<file path="src/rtl/core/topq_pkg.sv">
// Shared types and constants for the time-ordered priority queue.
package topq_pkg;

  localparam int HOUR_W  = 5;
  localparam int MIN_W   = 6;
  localparam int PARTY_W = 8;
  localparam int TAG_W   = 16;
  localparam int OCC_W   = 5;
  localparam int KEY_W   = HOUR_W + MIN_W;

  localparam logic [HOUR_W-1:0] MAX_HOUR   = 5'd23;
  localparam logic [MIN_W-1:0]  MAX_MINUTE = 6'd59;

  typedef enum logic {
    CMD_ENQ = 1'b0,
    CMD_DEQ = 1'b1
  } cmd_t;

  typedef enum logic [1:0] {
    ST_OK       = 2'd0,
    ST_BAD_TIME = 2'd1,
    ST_FULL     = 2'd2,
    ST_EMPTY    = 2'd3
  } status_t;

  typedef logic [KEY_W-1:0] key_t;

  // One stored customer entry.
  typedef struct packed {
    logic [HOUR_W-1:0]  hour;
    logic [MIN_W-1:0]   minute;
    logic [PARTY_W-1:0] party;
    logic [TAG_W-1:0]   tag;
  } entry_t;

  // A classified operation passed from the front end to the back end.
  typedef struct packed {
    cmd_t   cmd;
    logic   bad_time;
    entry_t entry;
  } op_t;

  // Sort key: hour in the upper bits, minute in the lower bits.
  function automatic key_t time_key(entry_t e);
    return {e.hour, e.minute};
  endfunction

endpackage

</file>
<file path="src/rtl/core/time_ordered_priority_queue.sv">
// Top level of the time-ordered priority queue.
// Words pass the two-entry operation queue, the operation register, the compare step
// and the shift step over the sorted entry register row into the result register; the
// next word is taken as one executes unless out_ready stalls. Synchronous active-low
// reset empties the queue, but clears no entry; only stored entries are ever read.
module time_ordered_priority_queue #(
  parameter int CAPACITY = 16
) (
  input  logic                          clk,
  input  logic                          rst_n,
  input  logic                          in_valid,
  output logic                          in_ready,
  input  logic                          in_command,
  input  logic [topq_pkg::HOUR_W-1:0]   in_arrival_hour,
  input  logic [topq_pkg::MIN_W-1:0]    in_arrival_minute,
  input  logic [topq_pkg::PARTY_W-1:0]  in_party_size,
  input  logic [topq_pkg::TAG_W-1:0]    in_customer_tag,
  output logic                          out_valid,
  input  logic                          out_ready,
  output logic [1:0]                    out_status,
  output logic [topq_pkg::HOUR_W-1:0]   out_hour,
  output logic [topq_pkg::MIN_W-1:0]    out_minute,
  output logic [topq_pkg::PARTY_W-1:0]  out_party_size,
  output logic [topq_pkg::TAG_W-1:0]    out_tag,
  output logic [topq_pkg::OCC_W-1:0]    out_occupancy
);
  import topq_pkg::*;

  logic q_valid;
  logic q_ready;
  op_t  q_op;

  // Input check and operation queue.
  topq_front u_front (
    .clk               (clk),
    .rst_n             (rst_n),
    .in_valid          (in_valid),
    .in_ready          (in_ready),
    .in_command        (in_command),
    .in_arrival_hour   (in_arrival_hour),
    .in_arrival_minute (in_arrival_minute),
    .in_party_size     (in_party_size),
    .in_customer_tag   (in_customer_tag),
    .q_valid           (q_valid),
    .q_ready           (q_ready),
    .q_op              (q_op)
  );

  // Sorted store and result register.
  topq_back #(
    .CAPACITY (CAPACITY)
  ) u_back (
    .clk            (clk),
    .rst_n          (rst_n),
    .q_valid        (q_valid),
    .q_ready        (q_ready),
    .q_op           (q_op),
    .out_valid      (out_valid),
    .out_ready      (out_ready),
    .out_status     (out_status),
    .out_hour       (out_hour),
    .out_minute     (out_minute),
    .out_party_size (out_party_size),
    .out_tag        (out_tag),
    .out_occupancy  (out_occupancy)
  );

endmodule

</file>
<file path="src/rtl/core/topq_front.sv">
// Front end: accepts input words, checks the arrival time and queues operations.
module topq_front (
  input  logic                            clk,
  input  logic                            rst_n,
  input  logic                            in_valid,
  output logic                            in_ready,
  input  logic                            in_command,
  input  logic [topq_pkg::HOUR_W-1:0]     in_arrival_hour,
  input  logic [topq_pkg::MIN_W-1:0]      in_arrival_minute,
  input  logic [topq_pkg::PARTY_W-1:0]    in_party_size,
  input  logic [topq_pkg::TAG_W-1:0]      in_customer_tag,
  output logic                            q_valid,
  input  logic                            q_ready,
  output topq_pkg::op_t                   q_op
);
  import topq_pkg::*;

  op_t        slot_r [2];
  logic       wr_ptr_r;
  logic       wr_ptr_nxt;
  logic       rd_ptr_r;
  logic       rd_ptr_nxt;
  logic [1:0] fill_r;
  logic [1:0] fill_nxt;
  op_t        op_in;
  logic       push;
  logic       pop;

  // Classify the incoming word; the time check only matters for an enqueue.
  always_comb begin
    op_in.cmd          = cmd_t'(in_command);
    op_in.entry.hour   = in_arrival_hour;
    op_in.entry.minute = in_arrival_minute;
    op_in.entry.party  = in_party_size;
    op_in.entry.tag    = in_customer_tag;
    op_in.bad_time     = (in_arrival_hour > MAX_HOUR) || (in_arrival_minute > MAX_MINUTE);
  end

  // Two-entry queue handshakes.
  assign in_ready = (fill_r != 2'd2);
  assign q_valid  = (fill_r != 2'd0);
  assign q_op     = slot_r[rd_ptr_r];
  assign push     = in_valid && in_ready;
  assign pop      = q_valid && q_ready;

  // Pointer and fill level update.
  always_comb begin
    wr_ptr_nxt = push ? ~wr_ptr_r : wr_ptr_r;
    rd_ptr_nxt = pop  ? ~rd_ptr_r : rd_ptr_r;
    fill_nxt   = fill_r;
    if (push && !pop) begin
      fill_nxt = fill_r + 2'd1;
    end else if (pop && !push) begin
      fill_nxt = fill_r - 2'd1;
    end
  end

  always_ff @(posedge clk) begin
    if (!rst_n) begin
      wr_ptr_r <= 1'b0;
      rd_ptr_r <= 1'b0;
      fill_r   <= 2'd0;
    end else begin
      wr_ptr_r <= wr_ptr_nxt;
      rd_ptr_r <= rd_ptr_nxt;
      fill_r   <= fill_nxt;
    end
  end

  // Queue storage needs no reset.
  always_ff @(posedge clk) begin
    if (push) begin
      slot_r[wr_ptr_r] <= op_in;
    end
  end

endmodule

</file>
<file path="src/rtl/core/topq_back.sv">
// Back end: sorted entry store with compare and shift steps and the result register.
module topq_back #(
  parameter int CAPACITY = 16
) (
  input  logic                          clk,
  input  logic                          rst_n,
  input  logic                          q_valid,
  output logic                          q_ready,
  input  topq_pkg::op_t                 q_op,
  output logic                          out_valid,
  input  logic                          out_ready,
  output logic [1:0]                    out_status,
  output logic [topq_pkg::HOUR_W-1:0]   out_hour,
  output logic [topq_pkg::MIN_W-1:0]    out_minute,
  output logic [topq_pkg::PARTY_W-1:0]  out_party_size,
  output logic [topq_pkg::TAG_W-1:0]    out_tag,
  output logic [topq_pkg::OCC_W-1:0]    out_occupancy
);
  import topq_pkg::*;

  localparam int CNT_W = $clog2(CAPACITY + 1);
  localparam logic [CNT_W-1:0] CNT_FULL = CNT_W'(CAPACITY);

  typedef enum logic [2:0] {
    S_IDLE = 3'b001,
    S_CMP  = 3'b010,
    S_EXEC = 3'b100
  } state_t;

  state_t               state_r;
  state_t               state_nxt;
  op_t                  op_r;
  logic [CNT_W-1:0]     count_r;
  logic [CNT_W-1:0]     count_nxt;
  logic [CAPACITY-1:0]  le_r;
  logic [CAPACITY-1:0]  le_nxt;
  entry_t               store_r   [CAPACITY];
  entry_t               store_nxt [CAPACITY];
  logic                 exec_go;
  logic                 take;
  logic                 do_ins;
  logic                 do_del;
  status_t              status_nxt;
  entry_t               got;
  logic                 out_valid_r;
  logic                 out_valid_nxt;
  logic [1:0]           status_r;
  entry_t               got_r;
  logic [CNT_W-1:0]     occ_r;

  // The result register is free when empty or being read this cycle.
  assign exec_go = !out_valid_r || out_ready;
  assign q_ready = (state_r == S_IDLE) || ((state_r == S_EXEC) && exec_go);
  assign take    = q_valid && q_ready;

  // Sequencer: take an operation, compare against the store, then execute.
  always_comb begin
    state_nxt = state_r;
    unique case (state_r)
      S_IDLE: begin
        if (take) begin
          state_nxt = S_CMP;
        end
      end
      S_CMP: begin
        state_nxt = S_EXEC;
      end
      S_EXEC: begin
        if (exec_go) begin
          state_nxt = take ? S_CMP : S_IDLE;
        end
      end
      default: state_nxt = S_IDLE;
    endcase
  end

  // Compare step: mark stored entries that sort at or before the new time.
  always_comb begin
    for (int i = 0; i < CAPACITY; i++) begin
      le_nxt[i] = (count_r > CNT_W'(i)) && (time_key(store_r[i]) <= time_key(op_r.entry));
    end
  end

  // Execute step: decide the outcome of the operation.
  always_comb begin
    status_nxt = ST_OK;
    count_nxt  = count_r;
    do_ins     = 1'b0;
    do_del     = 1'b0;
    got        = '0;
    if (op_r.cmd == CMD_ENQ) begin
      if (op_r.bad_time) begin
        status_nxt = ST_BAD_TIME;
      end else if (count_r == CNT_FULL) begin
        status_nxt = ST_FULL;
      end else begin
        do_ins    = 1'b1;
        count_nxt = count_r + CNT_W'(1);
      end
    end else begin
      if (count_r == '0) begin
        status_nxt = ST_EMPTY;
      end else begin
        do_del    = 1'b1;
        got       = store_r[0];
        count_nxt = count_r - CNT_W'(1);
      end
    end
  end

  // Store update: insert behind all earlier-or-equal entries, or shift out the head.
  always_comb begin
    for (int i = 0; i < CAPACITY; i++) begin
      store_nxt[i] = store_r[i];
    end
    if (do_ins) begin
      if (!le_r[0]) begin
        store_nxt[0] = op_r.entry;
      end
      for (int i = 1; i < CAPACITY; i++) begin
        if (!le_r[i]) begin
          store_nxt[i] = le_r[i-1] ? op_r.entry : store_r[i-1];
        end
      end
    end else if (do_del) begin
      for (int i = 0; i < CAPACITY - 1; i++) begin
        store_nxt[i] = store_r[i+1];
      end
    end
  end

  // Result valid flag.
  always_comb begin
    out_valid_nxt = out_valid_r;
    if ((state_r == S_EXEC) && exec_go) begin
      out_valid_nxt = 1'b1;
    end else if (out_ready) begin
      out_valid_nxt = 1'b0;
    end
  end

  // Control registers.
  always_ff @(posedge clk) begin
    if (!rst_n) begin
      state_r     <= S_IDLE;
      count_r     <= '0;
      out_valid_r <= 1'b0;
    end else begin
      state_r     <= state_nxt;
      out_valid_r <= out_valid_nxt;
      if ((state_r == S_EXEC) && exec_go) begin
        count_r <= count_nxt;
      end
    end
  end

  // Payload registers.
  always_ff @(posedge clk) begin
    if (take) begin
      op_r <= q_op;
    end
    if (state_r == S_CMP) begin
      le_r <= le_nxt;
    end
    if ((state_r == S_EXEC) && exec_go) begin
      for (int i = 0; i < CAPACITY; i++) begin
        store_r[i] <= store_nxt[i];
      end
      status_r <= status_nxt;
      got_r    <= got;
      occ_r    <= count_nxt;
    end
  end

  assign out_valid      = out_valid_r;
  assign out_status     = status_r;
  assign out_hour       = got_r.hour;
  assign out_minute     = got_r.minute;
  assign out_party_size = got_r.party;
  assign out_tag        = got_r.tag;
  assign out_occupancy  = OCC_W'(occ_r);

endmodule
</file>
<file path="config.mk">
export PLATFORM = sky130hd
export DESIGN_NAME = time_ordered_priority_queue
export DESIGN_NICKNAME = d
export VERILOG_FILES = /design/src/rtl/core/topq_pkg.sv /design/src/rtl/core/time_ordered_priority_queue.sv /design/src/rtl/core/topq_front.sv /design/src/rtl/core/topq_back.sv
export SDC_FILE = /design/constraint.sdc
export NUM_CORES = 2
export LEC_CHECK = 0
export BUFFER_PORTS_ARGS = -buffer_cell sky130_fd_sc_hd__buf_4
export CORE_MARGIN = 2
export CORE_UTILIZATION = 55
export CTS_CLUSTER_DIAMETER = 80
export DETAILED_ROUTE_END_ITERATION = 8
export PLACE_DENSITY = 0.71
export SLEW_MARGIN = 10
export SYNTH_ARGS = -nofsm -noshare
export SYNTH_HDL_FRONTEND = slang
export SYNTH_SLANG_ARGS = --single-unit
export TNS_END_PERCENT = 30
</file>
<file path="constraint.sdc">
create_clock -name clk -period 5.1 [get_ports clk]
set_input_delay 0.255 -clock clk [delete_from_list [all_inputs] [get_ports clk]]
set_output_delay 0.255 -clock clk [all_outputs]
set_load 0.02 [all_outputs]
</file>
==> out/metrics.yaml <==
rr_startpoint: "u_back.count_r[0]$_SDFFE_PN0P_"
crit_arrival_ns: 3.88
drive_gt1_share_pct: 10.94
slowest_delay_ns: 0.91
clockBufferDepth: 3
area_growth_pct: 10.94
synth_top_cell_by_area: "edfxtp_1"
synth_area_leaders: "edfxtp_1, mux2i_1, a21oi_1, ha_1, nor2_1"
nFillCells: 5604
layout_commonest_cell: "edfxtp_1"
slew_headroom_pct: 20.31
yosys.area_share.adder_pct: 5.946
io_pins: 84
synth-async-reset-ratio_pct: 0
synth_edf_count: 729
dp_hpwl_um: 57290
synthesis.nets: 3425
drtIter0Drc: 2135
slew_viol_final: 0
cpMaxStageDelayCell: "buf_4"
hold_ws_ns: 0.1527
core_mm2: 0.06966
hold_viol: 0
grt_pass1_vias: 24150
yosysSeqAreaShare_pct: 57.53
syn_area_mm2: 0.03851
synth_compound_area_share_pct: 9.394
r2r_slack_ns: 1.45
yosysTopAreaCellShare_pct: 56.85
die_w_um: 268.6
placementRows: 97
vias: 24510
status: "completed"
path_class: "reg2reg"
synth-simple-area-share_pct: 8.003
clk_latency_ns: 0.63
post-cts-setup-buffers: 0
synth_seq_cells: 742
r2r_end: "u_back.store_r[0][244]$_DFFE_PP_"
synth.distinct_cells: 53
synthMuxAreaShare_pct: 15.89
groute.usage.overall_pct: 22.84
cap_violations: 0
drt_wl_total_um: 82960
wl_per_cell_um: 19.69
synth_top_family_by_area: "multiplexers"
cp-start-kind: "flop"
initial_utilization_pct: 55.27
min_path_type: "in2reg"
rsz0062_at_grt: "no"
grt_pass1_wl_um: 132400
place_congestion: 0.8672
synth_ff_type: "edfxtp_1"
final_cell_mix: "edfxtp_1, a21oi_1, nor2_1, mux2i_1, ha_1"
clock-root-buffer: "clkbuf_16"
syn_avg_cell_area_um2: 12.03
fin_nets: 3433
finClkSkew_ns: 0.02328
regArea_mm2: 0.02215
numCtsBuffers: 80
final_antenna_net_count: 0
power_leakage_uw: 0.01622
setup_viol: 0
synthXorXnorAreaFrac_pct: 0.1137
crit_chain: "inv_1 > ha_1 > nor3b_2 > a21boi_4 > buf_4 > a21oi_4"
crit_fanout: 105
multi_input_area_mm2: 0.01535
die-area_mm2: 0.07214
syn_inst: 3202
max_freq_mhz: 274.1
hold_path_end: "u_front.wr_ptr_r$_SDFFE_PN0P_"
worst_slew_pin_slew_ns: 1.193
post-route-min-period_ns: 3.648
tns_ns: 0
hold_depth: 4
peakVddDrop_mv: 0.3466
die-height_um: 268.6
reg2reg_depth: 6
powerDensity_mw_per_mm2: 450.0
cts_tree: "yes"
grt_start_max_net_pins: 241
finalPower_uw: 19220
drc: 0
htreeDepth: 3
antenna_found_initial: 1
cts.sinks: 742
port-buffer-count: 83
hp-start: "in_valid"
yosysWarnings: 0
clkTransAtPathRegs_ns: 0.06
dr.pass1.iters: 6
routed_via_density: 5.818
period_share_pct: 71.53
worst_ep_required_time_ns: 5.33
end_kind: "flop"
grt-ovfl-total: 0
==> worst max path at each step <==
stage                                         from                               end  slack, ns  depth (start not counted)
finish              u_back.count_r[0]$_SDFFE_PN0P_  u_back.store_r[0][244]$_DFFE_PP_       1.45                          6
global route        u_back.count_r[1]$_SDFFE_PN0P_  u_back.store_r[0][241]$_DFFE_PP_       1.22                          6
CTS                 u_back.count_r[0]$_SDFFE_PN0P_   u_back.store_r[0][34]$_DFFE_PP_       1.38                          7
detailed placement  u_back.count_r[0]$_SDFFE_PN0P_   u_back.store_r[0][10]$_DFFE_PP_       1.41                          7
global placement    u_back.count_r[0]$_SDFFE_PN0P_   u_back.store_r[0][11]$_DFFE_PP_       1.58                          7
floorplan           u_back.state_r[0]$_SDFFE_PN1P_    u_front.fill_r[1]$_SDFFE_PN0P_       0.68                          7
==> power by group <==
part	switching [uW]	internal [uW]	total [uW]	leakage, uW
logic	3270	2000	5270	0.00827
clock network	2340	3320	5660	0.00125
registers	791	7500	8290	0.00671
==> cells by family (layout without fill, tap and decap cells) <==
kind of cell	count (synthesis)	after routing
muxes	598	598
DFF	742	742
buffers and inverters	273	343
AOI/OAI and AO/OA	684	684
adders and majority gates	183	183
other	0	1
xor gates and xnor gates	5	5
and+or+nand+nor	717	717
==> per-stage QoR <==
stage                     instance area (um^2)  setup slack (ns)  std cells  utilization (%)
final                                    42720             1.452       4213            61.32
after global routing                     42710             1.218       4212            61.32
after global placement                   39780             1.579       4030            57.10
after floorplan                          38510            0.6798       3202                -
after CTS                                42690             1.380       4211            61.29
after detailed placement                 39780             1.411       4030            57.10
==> sequential cells by signal (all words and copies together) (netlist names) <==
name,flops
u_back.out_minute,6
u_back.out_valid,1
u_back.out_hour,5
u_back.out_party_size,8
u_front.wr_ptr_r,1
u_back.store_r,560
u_back.state_r,3
u_back.count_r,5
u_back.out_occupancy,5
u_back.out_status,2
u_front.slot_r,74
u_front.fill_r,2
u_front.rd_ptr_r,1
u_back.op_r,37
u_back.le_r,16
u_back.out_tag,16
==> critical path, delay by kind of cell, from the launching register on <==
family / cells / cell delay [ns]
adder cells (fa/ha/maj): 1 / 0.25
AO/OA/AOI/OAI: 2 / 1.14
flip-flops: 1 / 0.54
buffers and inverters: 2 / 1.07
AND/OR/NAND/NOR: 1 / 0.19
==> timing repair <==
item	in CTS	in global routing
gates resized for setup	0	0
endpoints found under the setup margin	0	0
hold endpoints to repair	87	0
hold buffers	37	0
==> synthesized netlist by cell type, drive strengths merged, types with 4 or more instances <==
cell and number:
nor2b 17, ha 183, nor2 519, buf 141, edfxtp 729, and2 41
nor3 19, o21a 6, nand3b 4, nand2b 10, nand4 27, dfxtp 13
mux2 106, a21o 11, a221oi 5, inv 36, nand3 27, o21ai 48
clkbuf 96, nand2 36, a211oi 13, nor3b 4, a21oi 575, and3 5
a2111oi 4, mux2i 492
==> routing by layer <==
metal / GRT usage, % / share of wire, %
met5: 0 / 0
met4: 6.366 / 1.8
met3: 2.877 / 5.3
met2: 35.11 / 44
met1: 34.27 / 49
==> cell type report <==
cell class              instances  share of cell area [%]
well taps                     940                   2.753
inverters                      36                  0.3163
clock inverters                47                  0.9754
flip-flops and latches        742                   51.86
repair buffers                163                   3.169
clock buffers                  97                   4.985
diodes                          1                0.005858
multi-input cells            2187                   35.94
Power figures use the tool's default switching activity.
